$ cat config.mk
export PLATFORM = sky130hd
export DESIGN_NAME = i2c_register_read_master
export DESIGN_NICKNAME = d
export VERILOG_FILES = /design/src/i2crd_pkg.sv /design/src/i2c_register_read_master.sv /design/src/i2crd_engine.sv
export SDC_FILE = /design/constraint.sdc
export NUM_CORES = 1
export LEC_CHECK = 0
export BUFFER_PORTS_ARGS = -buffer_cell sky130_fd_sc_hd__buf_4
export CORE_ASPECT_RATIO = 0.7
export CORE_MARGIN = 2
export CORE_UTILIZATION = 40
export DETAILED_ROUTE_END_ITERATION = 12
export SKIP_CTS_REPAIR_TIMING = 1
export SLEW_MARGIN = 30
export SYNTH_ARGS = -nofsm -noshare
export SYNTH_HDL_FRONTEND = slang
export SYNTH_SLANG_ARGS = --single-unit
$ cat constraint.sdc
create_clock -name clk -period 5 [get_ports clk]
set_input_delay 1 -clock clk [delete_from_list [all_inputs] [get_ports clk]]
set_output_delay 1 -clock clk [all_outputs]
set_load 0.02 [all_outputs]
$ cat src/i2crd_pkg.sv
// Shared types and constants for the I2C register-read master.
// Used by i2crd_engine and i2c_register_read_master; no dependencies.
package i2crd_pkg;

    // Configuration register indexes
    localparam logic [1:0] REG_DEVICE_ADDRESS    = 2'd0;
    localparam logic [1:0] REG_REGISTER_POINTER  = 2'd1;
    localparam logic [1:0] REG_HALF_PERIOD_TICKS = 2'd2;

    // Configuration reset values
    localparam logic [6:0]  DEVICE_ADDRESS_RST    = 7'd72;
    localparam logic [7:0]  REGISTER_POINTER_RST  = 8'd0;
    localparam logic [15:0] HALF_PERIOD_TICKS_RST = 16'd1000;

    localparam int CFG_DATA_W = 16;
    localparam int IN_TDATA_W = 8;
    localparam int OUT_TDATA_W = 16;

    // Bus phase, one-hot
    typedef enum logic [14:0] {
        PH_IDLE    = 15'h0001,
        PH_START   = 15'h0002,
        PH_WBIT_LO = 15'h0004,
        PH_WBIT_HI = 15'h0008,
        PH_ACK_LO  = 15'h0010,
        PH_ACK_HI  = 15'h0020,
        PH_RS_LO   = 15'h0040,
        PH_RS_HI   = 15'h0080,
        PH_RBIT_LO = 15'h0100,
        PH_RBIT_HI = 15'h0200,
        PH_NACK_LO = 15'h0400,
        PH_NACK_HI = 15'h0800,
        PH_STOP_LO = 15'h1000,
        PH_STOP_HI = 15'h2000,
        PH_HALT    = 15'h4000
    } phase_t;

    // Which byte of the transfer is in flight, one-hot
    typedef enum logic [2:0] {
        STG_ADDR_W = 3'b001,
        STG_PTR    = 3'b010,
        STG_ADDR_R = 3'b100
    } stage_t;

    // Result of one tick
    typedef struct packed {
        logic       halted_no_ack;
        logic [7:0] read_byte;
        logic       byte_valid;
        logic       sda_out;
        logic       scl_out;
    } tick_result_t;

endpackage

$ cat src/i2c_register_read_master.sv
// Top level of the I2C register-read master: stream handshake and result
// register around i2crd_engine. Depends on i2crd_pkg and i2crd_engine.
//
//  group     | dir | beat carries
//  ----------+-----+---------------------------------------------------
//  s_*       | in  | one timer tick with the sampled data line level
//  m_*       | out | line levels, read byte and status for that tick
//  cfg_*     | in  | register write: device address, pointer, half period
//
// One tick is taken per cycle while m_tready does not stall; its result is
// registered in the output register. The sequencer state updates in the same
// cycle as the accept, so a new tick can be taken in the next cycle as the
// previous result drains. A stall on m_tready holds the output register and stops
// ticks from entering. Reset clears the sequencer to bus free and the
// configuration to its defaults.
module i2c_register_read_master #(
    parameter int WAIT_BITS = 16
) (
    input  logic                              clk,
    input  logic                              rst_n,
    // s_tdata: [0] sda_in, [7:1] zero
    input  logic                              s_tvalid,
    output logic                              s_tready,
    input  logic [i2crd_pkg::IN_TDATA_W-1:0]  s_tdata,
    // m_tdata: [0] scl_out, [1] sda_out, [2] byte_valid, [10:3] read_byte,
    //          [11] halted_no_ack, [15:12] zero
    output logic                              m_tvalid,
    input  logic                              m_tready,
    output logic [i2crd_pkg::OUT_TDATA_W-1:0] m_tdata,
    input  logic                              cfg_we,
    input  logic [1:0]                        cfg_index,
    input  logic [i2crd_pkg::CFG_DATA_W-1:0]  cfg_data
);

    logic                        m_tvalid_reg, m_tvalid_next;
    logic [11:0]                 m_tdata_reg;
    logic                        take;
    i2crd_pkg::tick_result_t     step_res;

    // Accept a tick whenever the output register is free or draining
    assign s_tready = !m_tvalid_reg || m_tready;
    assign take     = s_tvalid && s_tready;

    i2crd_engine #(
        .WAIT_BITS (WAIT_BITS)
    ) u_engine (
        .clk       (clk),
        .rst_n     (rst_n),
        .step_en   (take),
        .sda_in    (s_tdata[0]),
        .cfg_we    (cfg_we),
        .cfg_index (cfg_index),
        .cfg_data  (cfg_data),
        .result    (step_res)
    );

    // Load or drop the output beat
    assign m_tvalid_next = take ? 1'b1 : (m_tready ? 1'b0 : m_tvalid_reg);

    always_ff @(posedge clk or negedge rst_n)
    begin
        if (!rst_n)
        begin
            m_tvalid_reg <= 1'b0;
        end
        else
        begin
            m_tvalid_reg <= m_tvalid_next;
        end
    end

    always_ff @(posedge clk)
    begin
        if (take)
        begin
            m_tdata_reg <= step_res;
        end
    end

    assign m_tvalid = m_tvalid_reg;
    assign m_tdata  = {4'd0, m_tdata_reg};

endmodule

$ cat src/i2crd_engine.sv
// Bus sequencer of the I2C register-read master: config registers, phase
// state and the per-tick step logic. Depends on i2crd_pkg.
module i2crd_engine #(
    parameter int WAIT_BITS = 16
) (
    input  logic                            clk,
    input  logic                            rst_n,
    input  logic                            step_en,
    input  logic                            sda_in,
    input  logic                            cfg_we,
    input  logic [1:0]                      cfg_index,
    input  logic [i2crd_pkg::CFG_DATA_W-1:0] cfg_data,
    output i2crd_pkg::tick_result_t         result
);

    logic [6:0]            dev_addr_reg;
    logic [7:0]            reg_ptr_reg;
    logic [15:0]           half_ticks_reg;

    i2crd_pkg::phase_t     phase_reg, phase_next;
    i2crd_pkg::stage_t     stage_reg, stage_next;
    logic [3:0]            bit_index_reg, bit_index_next;
    logic [7:0]            shift_byte_reg, shift_byte_next;
    logic [WAIT_BITS-1:0]  wait_count_reg, wait_count_next;
    logic [7:0]            captured_reg, captured_next;
    logic                  halted_reg, halted_next;

    logic [WAIT_BITS-1:0]  period_raw;
    logic [WAIT_BITS-1:0]  period_eff;
    logic [WAIT_BITS:0]    wait_inc;
    logic                  phase_done;
    logic [3:0]            bit_index_inc;
    logic [7:0]            read_shift;
    logic                  scl_o;
    logic                  sda_o;
    logic                  valid_o;

    // Write configuration registers
    always_ff @(posedge clk or negedge rst_n)
    begin
        if (!rst_n)
        begin
            dev_addr_reg   <= i2crd_pkg::DEVICE_ADDRESS_RST;
            reg_ptr_reg    <= i2crd_pkg::REGISTER_POINTER_RST;
            half_ticks_reg <= i2crd_pkg::HALF_PERIOD_TICKS_RST;
        end
        else if (cfg_we)
        begin
            case (cfg_index)
                i2crd_pkg::REG_DEVICE_ADDRESS:    dev_addr_reg   <= cfg_data[6:0];
                i2crd_pkg::REG_REGISTER_POINTER:  reg_ptr_reg    <= cfg_data[7:0];
                i2crd_pkg::REG_HALF_PERIOD_TICKS: half_ticks_reg <= cfg_data[15:0];
                default: ;
            endcase
        end
    end

    // Half-phase timer: period wraps to the timer width, zero acts as one
    assign period_raw    = WAIT_BITS'(half_ticks_reg);
    assign period_eff    = (period_raw == '0) ? WAIT_BITS'(1) : period_raw;
    assign wait_inc      = {1'b0, wait_count_reg} + (WAIT_BITS+1)'(1);
    assign phase_done    = (wait_inc >= {1'b0, period_eff});
    assign bit_index_inc = bit_index_reg + 4'd1;
    assign read_shift    = {shift_byte_reg[6:0], sda_in};

    // Drive line levels of the current half phase
    always_comb
    begin
        scl_o = 1'b1;
        sda_o = 1'b1;
        case (phase_reg)
            i2crd_pkg::PH_IDLE:    begin scl_o = 1'b1; sda_o = 1'b1; end
            i2crd_pkg::PH_START:   begin scl_o = 1'b1; sda_o = 1'b0; end
            i2crd_pkg::PH_WBIT_LO: begin scl_o = 1'b0; sda_o = shift_byte_reg[7]; end
            i2crd_pkg::PH_WBIT_HI: begin scl_o = 1'b1; sda_o = shift_byte_reg[7]; end
            i2crd_pkg::PH_STOP_LO: begin scl_o = 1'b0; sda_o = 1'b0; end
            i2crd_pkg::PH_STOP_HI: begin scl_o = 1'b1; sda_o = 1'b0; end
            i2crd_pkg::PH_HALT,
            i2crd_pkg::PH_ACK_LO,
            i2crd_pkg::PH_RS_LO,
            i2crd_pkg::PH_RBIT_LO,
            i2crd_pkg::PH_NACK_LO: begin scl_o = 1'b0; sda_o = 1'b1; end
            default:               begin scl_o = 1'b1; sda_o = 1'b1; end
        endcase
    end

    // Advance the phase sequencer at the end of each half phase
    always_comb
    begin
        phase_next      = phase_reg;
        stage_next      = stage_reg;
        bit_index_next  = bit_index_reg;
        shift_byte_next = shift_byte_reg;
        wait_count_next = wait_count_reg;
        captured_next   = captured_reg;
        halted_next     = halted_reg;
        valid_o         = 1'b0;
        if (phase_reg != i2crd_pkg::PH_HALT)
        begin
            if (!phase_done)
            begin
                wait_count_next = wait_inc[WAIT_BITS-1:0];
            end
            else
            begin
                wait_count_next = '0;
                case (phase_reg)
                    i2crd_pkg::PH_IDLE: phase_next = i2crd_pkg::PH_START;
                    i2crd_pkg::PH_START:
                    begin
                        shift_byte_next = {dev_addr_reg,
                                           (stage_reg == i2crd_pkg::STG_ADDR_R)};
                        bit_index_next  = 4'd0;
                        phase_next      = i2crd_pkg::PH_WBIT_LO;
                    end
                    i2crd_pkg::PH_WBIT_LO: phase_next = i2crd_pkg::PH_WBIT_HI;
                    i2crd_pkg::PH_WBIT_HI:
                    begin
                        shift_byte_next = {shift_byte_reg[6:0], 1'b0};
                        bit_index_next  = bit_index_inc;
                        phase_next      = bit_index_inc[3] ? i2crd_pkg::PH_ACK_LO
                                                           : i2crd_pkg::PH_WBIT_LO;
                    end
                    i2crd_pkg::PH_ACK_LO: phase_next = i2crd_pkg::PH_ACK_HI;
                    i2crd_pkg::PH_ACK_HI:
                    begin
                        if (sda_in)
                        begin
                            halted_next = 1'b1;
                            phase_next  = i2crd_pkg::PH_HALT;
                        end
                        else if (stage_reg == i2crd_pkg::STG_ADDR_W)
                        begin
                            stage_next      = i2crd_pkg::STG_PTR;
                            shift_byte_next = reg_ptr_reg;
                            bit_index_next  = 4'd0;
                            phase_next      = i2crd_pkg::PH_WBIT_LO;
                        end
                        else if (stage_reg == i2crd_pkg::STG_PTR)
                        begin
                            stage_next = i2crd_pkg::STG_ADDR_R;
                            phase_next = i2crd_pkg::PH_RS_LO;
                        end
                        else
                        begin
                            shift_byte_next = 8'd0;
                            bit_index_next  = 4'd0;
                            phase_next      = i2crd_pkg::PH_RBIT_LO;
                        end
                    end
                    i2crd_pkg::PH_RS_LO:   phase_next = i2crd_pkg::PH_RS_HI;
                    i2crd_pkg::PH_RS_HI:   phase_next = i2crd_pkg::PH_START;
                    i2crd_pkg::PH_RBIT_LO: phase_next = i2crd_pkg::PH_RBIT_HI;
                    i2crd_pkg::PH_RBIT_HI:
                    begin
                        shift_byte_next = read_shift;
                        bit_index_next  = bit_index_inc;
                        if (bit_index_inc[3])
                        begin
                            captured_next = read_shift;
                            valid_o       = 1'b1;
                            phase_next    = i2crd_pkg::PH_NACK_LO;
                        end
                        else
                        begin
                            phase_next = i2crd_pkg::PH_RBIT_LO;
                        end
                    end
                    i2crd_pkg::PH_NACK_LO: phase_next = i2crd_pkg::PH_NACK_HI;
                    i2crd_pkg::PH_NACK_HI: phase_next = i2crd_pkg::PH_STOP_LO;
                    i2crd_pkg::PH_STOP_LO: phase_next = i2crd_pkg::PH_STOP_HI;
                    default:
                    begin
                        stage_next = i2crd_pkg::STG_ADDR_W;
                        phase_next = i2crd_pkg::PH_IDLE;
                    end
                endcase
            end
        end
    end

    // Hold state unless a tick is taken
    always_ff @(posedge clk or negedge rst_n)
    begin
        if (!rst_n)
        begin
            phase_reg      <= i2crd_pkg::PH_IDLE;
            stage_reg      <= i2crd_pkg::STG_ADDR_W;
            bit_index_reg  <= 4'd0;
            shift_byte_reg <= 8'd0;
            wait_count_reg <= '0;
            captured_reg   <= 8'd0;
            halted_reg     <= 1'b0;
        end
        else if (step_en)
        begin
            phase_reg      <= phase_next;
            stage_reg      <= stage_next;
            bit_index_reg  <= bit_index_next;
            shift_byte_reg <= shift_byte_next;
            wait_count_reg <= wait_count_next;
            captured_reg   <= captured_next;
            halted_reg     <= halted_next;
        end
    end

    assign result.scl_out       = scl_o;
    assign result.sda_out       = sda_o;
    assign result.byte_valid    = valid_o;
    assign result.read_byte     = captured_next;
    assign result.halted_no_ack = halted_next;

    // Halt is sticky until reset
    a_halt_sticky: assert property (@(posedge clk) disable iff (!rst_n)
        halted_reg |=> halted_reg)
        else $error("halt flag dropped");

    // Halt flag and halt phase agree
    a_halt_phase: assert property (@(posedge clk) disable iff (!rst_n)
        (phase_reg == i2crd_pkg::PH_HALT) == halted_reg)
        else $error("halt flag and phase disagree");

    // A byte completes only out of a read-bit high phase
    a_valid_src: assert property (@(posedge clk) disable iff (!rst_n)
        valid_o |-> (phase_reg == i2crd_pkg::PH_RBIT_HI) && (bit_index_reg == 4'd7))
        else $error("byte valid outside last read bit");

    // Bit counter never passes eight
    a_bit_range: assert property (@(posedge clk) disable iff (!rst_n)
        bit_index_reg <= 4'd8)
        else $error("bit index out of range");

endmodule
; ---- Yosys cells after proc, flatten, opt, wreduce, memory -nomap -nowiden
; Cells that the tools add are included.
[classes]
add_sub_neg = 2
mul = 0
div = 0
magnitude_cmp = 1
eq_ne = 24
shift = 0
n_mux = 33
n_bitwise = 1
reduce_logical = 23
[ops]
columns = operator, count
row1 = $pmux W15 S12, 1
row2 = $mux W8, 7
row3 = $mux W16, 2
row4 = $pmux W8 S4, 1
row5 = $mux W15, 2
row6 = $reduce_and A6 Y1, 3
row7 = $add A16 B1 Y17 const B, 1
row8 = $ge A17 B16 Y1, 1
row9 = $logic_not A16 Y1, 1
row10 = $eq A15 B1 Y1 const B, 1
row11 = $eq A15 B10 Y1 const B, 1
row12 = $eq A15 B11 Y1 const B, 1
row13 = $eq A15 B12 Y1 const B, 1
row14 = $eq A15 B13 Y1 const B, 1
row15 = $eq A15 B14 Y1 const B, 1
row16 = $eq A15 B15 Y1 const B, 1
row17 = $eq A15 B2 Y1 const B, 1
row18 = $eq A15 B3 Y1 const B, 1
row19 = $eq A15 B4 Y1 const B, 1
row20 = $eq A15 B5 Y1 const B, 1
row21 = $eq A15 B6 Y1 const B, 1
row22 = $eq A15 B7 Y1 const B, 1
row23 = $eq A15 B8 Y1 const B, 1
row24 = $eq A15 B9 Y1 const B, 1
row25 = other kinds (33), 50
[word_totals]
reg_bits = 99
latchBits = 0
ram_bits = 0
romBits = 0
inputBits = 31
output_inout_bits = 18
elab_cells = 97
n_memories = 0

; ---- Depth between registers and ports, before layout
[depth]
word_depth = 5
mapped_depth = 16
depth_no_buf = 14

; ---- Hierarchy
; Synthesis repeated with hierarchy kept, for this count alone.
[unflattened]
cells_unflattened = 521
hier_area_um2 = 5641.7
[by_module_without_submodules]
columns = module, instances, cells_each, area_each_um2, seq_area_each_um2
row1 = i2crd_engine, 1, 500, 5193.7, 2164.6
row2 = i2c_register_read_master, 1, 21, 447.9, 385.4

; ---- Worst setup path before layout
; OpenSTA, ideal clock, no wires.
[synth_timing]
path_type = register to register
start = reg u_engine.wait_count_reg[0]
end = reg m_tdata_reg[10], data pin
setup_ns = 0.260
arrival_ns = 3.361
t_required_ns = 4.740
slack_ns = 1.379
stages_incl_launch_ff = 16
n_path_buf = 1
synth_period_minus_slack_ns = 3.621
path_cell_list = dfrtp_1 > ha_1 > nand3_1 > nor2_1 > nand3_1 > nor2_1 > xor2_1 > ha_1 > a21o_1 > a21oi_1 > o41a_1 > o311ai_2 > or2_2 > buf_2 > nand2_1 > mux2_2
[synth_rtl]
columns = element, line
row1 = "start, declared", i2crd_engine.sv:24  ; logic [WAIT_BITS-1:0] wait_count_reg, wait_count_next;
row2 = "start signal, assigned", i2crd_engine.sv:201  ; wait_count_reg <= wait_count_next;
row3 = "end signal, assigned", i2c_register_read_master.sv:76  ; m_tdata_reg <= step_res;
row4 = "end, declared", i2c_register_read_master.sv:36  ; logic [11:0] m_tdata_reg;

==> results.txt <==
----------------------------------------------------
[Run status]
  Result of the run ... finished, final reports clean

[Synthesis]
  Number of different library cells in the post-synthesis netlist ... between 60 and 70
  Parity-gate share of the synthesized area counting xor and xnor cells ... ~3.3%
  Ys Warns ... 0
  #FFs+latches synth ... 99
  Share of synthesized area spent on multiplexers ... roughly 13%
  Adder-cell share of the synthesized area ... between 4 and 5%
  Compound-gate portion of the synthesized area ... 11.0%
  Prevailing post-synth register cell ... sky130_fd_sc_hd__dfrtp_1
  Number of enable flip-flop cells after synthesis ... 12
  Sequential-to-total area share from yosys stat ... a little under half
  Synthesized area per cell ... between 10 and 15 um2
  Share of flip-flops with an asynchronous set or reset after synthesis ... between 80% and 90%
  Dominant combinational cell family by area after synthesis ... simple AND/OR/NAND/NOR gates
  Number of instances in the synthesized netlist ... 513
  Cell area after synthesis ... between 5000 and 6000 um2
  Simple-gate share of the synthesized area ... between 10% and 20%

[Power and ir drop]
  Clock Power Share ... a little under a third
  Int Power ... about 1.6 mW
  Portion of total power attributed to sequential cells ... approximately 46%
  Combinational group share of total power ... about a quarter
  Max VDD drop ... around 0.19 mV
  P_sw ... between 0.7 and 0.8 mW
  Leakage power summed over all cells ... between 2 and 3 nW
  Fraction of power spent switching nets ... about a third
  PwrDens ... between 300 and 400 nW/um2
  Power Total ... 2.33 mW

[Die]
  I/O pin total ... between 40 and 50
  Initial cell density of the core ... a little over 40%
  FP Rows ... 35
  Core area ... between 10,000 and 15,000 um2
  Vertical die dimension ... a little over 100 um
  Die X-Extent ... between 100 and 150 um
  Die Area ... between 10,000 and 15,000 um2

[GRT]
  Number of antenna violations at the first check in global routing ... 0
  Pin count of the biggest net entering global routing ... 64
  Gr usage total ... around 17%
  Global-route wire length before repair ... just under 20,000 um
  Remaining global-route overflow ... 0
  Number of global-route vias before repair ... just under 4,000

[Route]
  Vias per Instance ... 5.44
  Number of optimization iterations in the first detailed-route pass ... 4
  Detail Route met2 WL ... around 5000 um
  WL final ... around 12,000 um
  Wire length on met3 ... approximately 620 um
  Met1 wire length ... 5860 um
  WL per Instance ... around 16 um
  Routed via count ... between 3,000 and 4,000
  Final ANT Viol Nets ... 0
  Max Used Layer ... met4
  Number of DRC markers in iteration 0 ... between 200 and 250
  Post-route DRC violation count ... 0

[Layout]
  Core utilization of the finished layout ... 46.2%
  Filler Cell Count ... roughly 1,200
  Ant. Diodes ... 0
  Fraction of layout cells with a size suffix above 1 ... 24.6%
  Fin cells ... 710
  Finished Cell Area ... 6070 um2
  Leading cell type in the layout, fill and taps excluded ... sky130_fd_sc_hd__dfrtp_1
  Most used cells in the layout excluding fill and tap cells ... sky130_fd_sc_hd__dfrtp_1, sky130_fd_sc_hd__nand2_1, sky130_fd_sc_hd__mux2_2
  Net count, final ... about 590
  Synth-to-Final Area Change ... 12.9%

[Worst setup path]
  Type of element capturing the critical path ... flip-flop
  Signal arrival time at the worst endpoint ... about 4500 ps
  Largest fanout on the critical path ... 18
  Crit path launch type ... flip-flop
  Ordered cell list for the critical path ... ha_1 -> nand3_1 -> nor2_1 -> nand3_1 -> nor2_1 -> xor2_1 -> ha_1 -> and4_1 -> nand4_1 -> o41a_1 -> o311ai_2 -> or2_2 -> nand2_1 -> mux2_2
  Type of the worst setup path ... reg -> reg
  Delay of the slowest cell on the worst path ... between 400 and 500 ps
  Crit-path slowest cell ... sky130_fd_sc_hd__o41a_1
  CP Data Required Time ... ~5100 ps

[STA]
  Count of endpoints failing hold in the final timing report ... 0
  Clock period minus worst slack ... around 4400 ps
  Number of pins with negative max-slew slack in the final report ... 0
  Total negative setup slack ... 0 ps
  Smallest hold slack ... approximately 480 ps
  Number of failing setup endpoints in the final timing report ... 0
  Slew margin rel. ... 40.7%
  Maximum achievable frequency ... around 230 MHz
  Fin worst setup slack ... slightly above 600 ps
  Worst setup skew after layout ... 16.9 ps
  Unrepaired setup endpoints after global routing ... no
  Post-route fraction of the period consumed by the critical path ... between 80% and 90%
  Least-Margin Pin Slew ... a little under 900 ps

[Placed design]
  Placed Instances ... 694
  Total placed instance area ... 5760 um2
  Buffers added on ports ... 37
  RePlAce Congestion ... roughly 0.84
  Final HPWL DP ... 8220 um
  Setup slack at placement ... between 600 and 700 ps

[Worst hold path]
  Path class of the lowest-slack min-delay path ... reg -> reg

[Clock network]
  Clock transition at path regs ... approximately 80 ps
  Maximum buffer depth of the clock tree ... 2
  CTS tree ... yes
  Htree depth ... 3
  Clock insertion delay at the later pin of the skew report ... between 300 and 400 ps
  Number of sinks on the clock net ... slightly below 100
  Cts bufs inserted ... 9
  Root buffer cell ... sky130_fd_sc_hd__clkbuf_16

[Run]
  Count of maximum capacitance violations ... 0

----------------------------------------------------
## final timing paths
kind / from / cells past startpoint / to / slack, ps
worst max-delay path: u_engine.wait_count_reg[0] / 14 / m_tdata_reg[6] / 620
worst min-delay path: u_engine.halted_reg / 1 / u_engine.halted_reg / 480
worst max register to register: u_engine.wait_count_reg[0] / 14 / m_tdata_reg[6] / 620
worst min register to register: u_engine.halted_reg / 1 / u_engine.halted_reg / 480
max in group asynchronous: rst_n / 2 / u_engine.phase_reg[1] / 3320
min in group asynchronous: rst_n / 1 / u_engine.half_ticks_reg[12] / 550
## metal layers
metal / track usage [%] / vias to the layer above
li1: - / 1868
met1: 25.4 / 1881
met2: 24.9 / 105
met3: 4.09 / 9
met4: 4.42 / 0
met5: 0 / -
## cell type report
cell class | count | area [um2] | area share (%)
Clock buffer | 9 | 225 | 3.71
Clock inverter | 7 | 80.1 | 1.32
Inverter | 31 | 116 | 1.92
Multi-Input combinational cell | 358 | 2590 | 42.7
Sequential cell | 99 | 2550 | 42.0
Tap cell | 166 | 208 | 3.42
Timing Repair Buffer | 40 | 300 | 4.95
## Yosys cell counts, drive strengths merged, types with 9 or more instances
library cell	instances	area [um2]
nor2	24	92.6
inv	31	116
nor4	10	83.8
o21ai	28	144
ha	18	225
dfstp	10	263
a21oi	29	156
dfrtp	77	1930
buf	13	96.3
nand3b	9	67.6
mux2i	10	100
clkbuf	15	56.3
xnor2	12	105
mux2	53	597
edfxtp	12	360
nand2	58	218
nand3	16	85.1
## critical path, delay by kind of cell, from the launching register on
kind / cells / cell delay, ps
xor gates and xnor gates: 1 / 270
and+or+nand+nor: 8 / 1960
muxes: 1 / 370
DFF: 1 / 440
adders and majority gates: 2 / 490
AOI/OAI and AO/OA: 2 / 600
## power groups by stage
stage | sequential (mW) | clock, mW | combinational, mW
floorplan | 1.05 | 0 | 0.427
global placement | 1.08 | 0 | 0.519
detailed placement | 1.09 | 0 | 0.541
CTS | 1.07 | 0.734 | 0.545
global route | 1.10 | 0.763 | 0.616
finish | 1.08 | 0.709 | 0.542
## kinds of logic after synthesis
| group | count (synthesis) |
|---|---|
| AND/OR/NAND/NOR | 163 |
| flip-flops | 99 |
| AO/OA/AOI/OAI | 90 |
| multiplexers | 63 |
| buffers and inverters | 59 |
| XOR/XNOR | 20 |
| adder cells (fa/ha/maj) | 18 |
| other | 1 |
No activity file was read; power rests on OpenSTA's default activity.
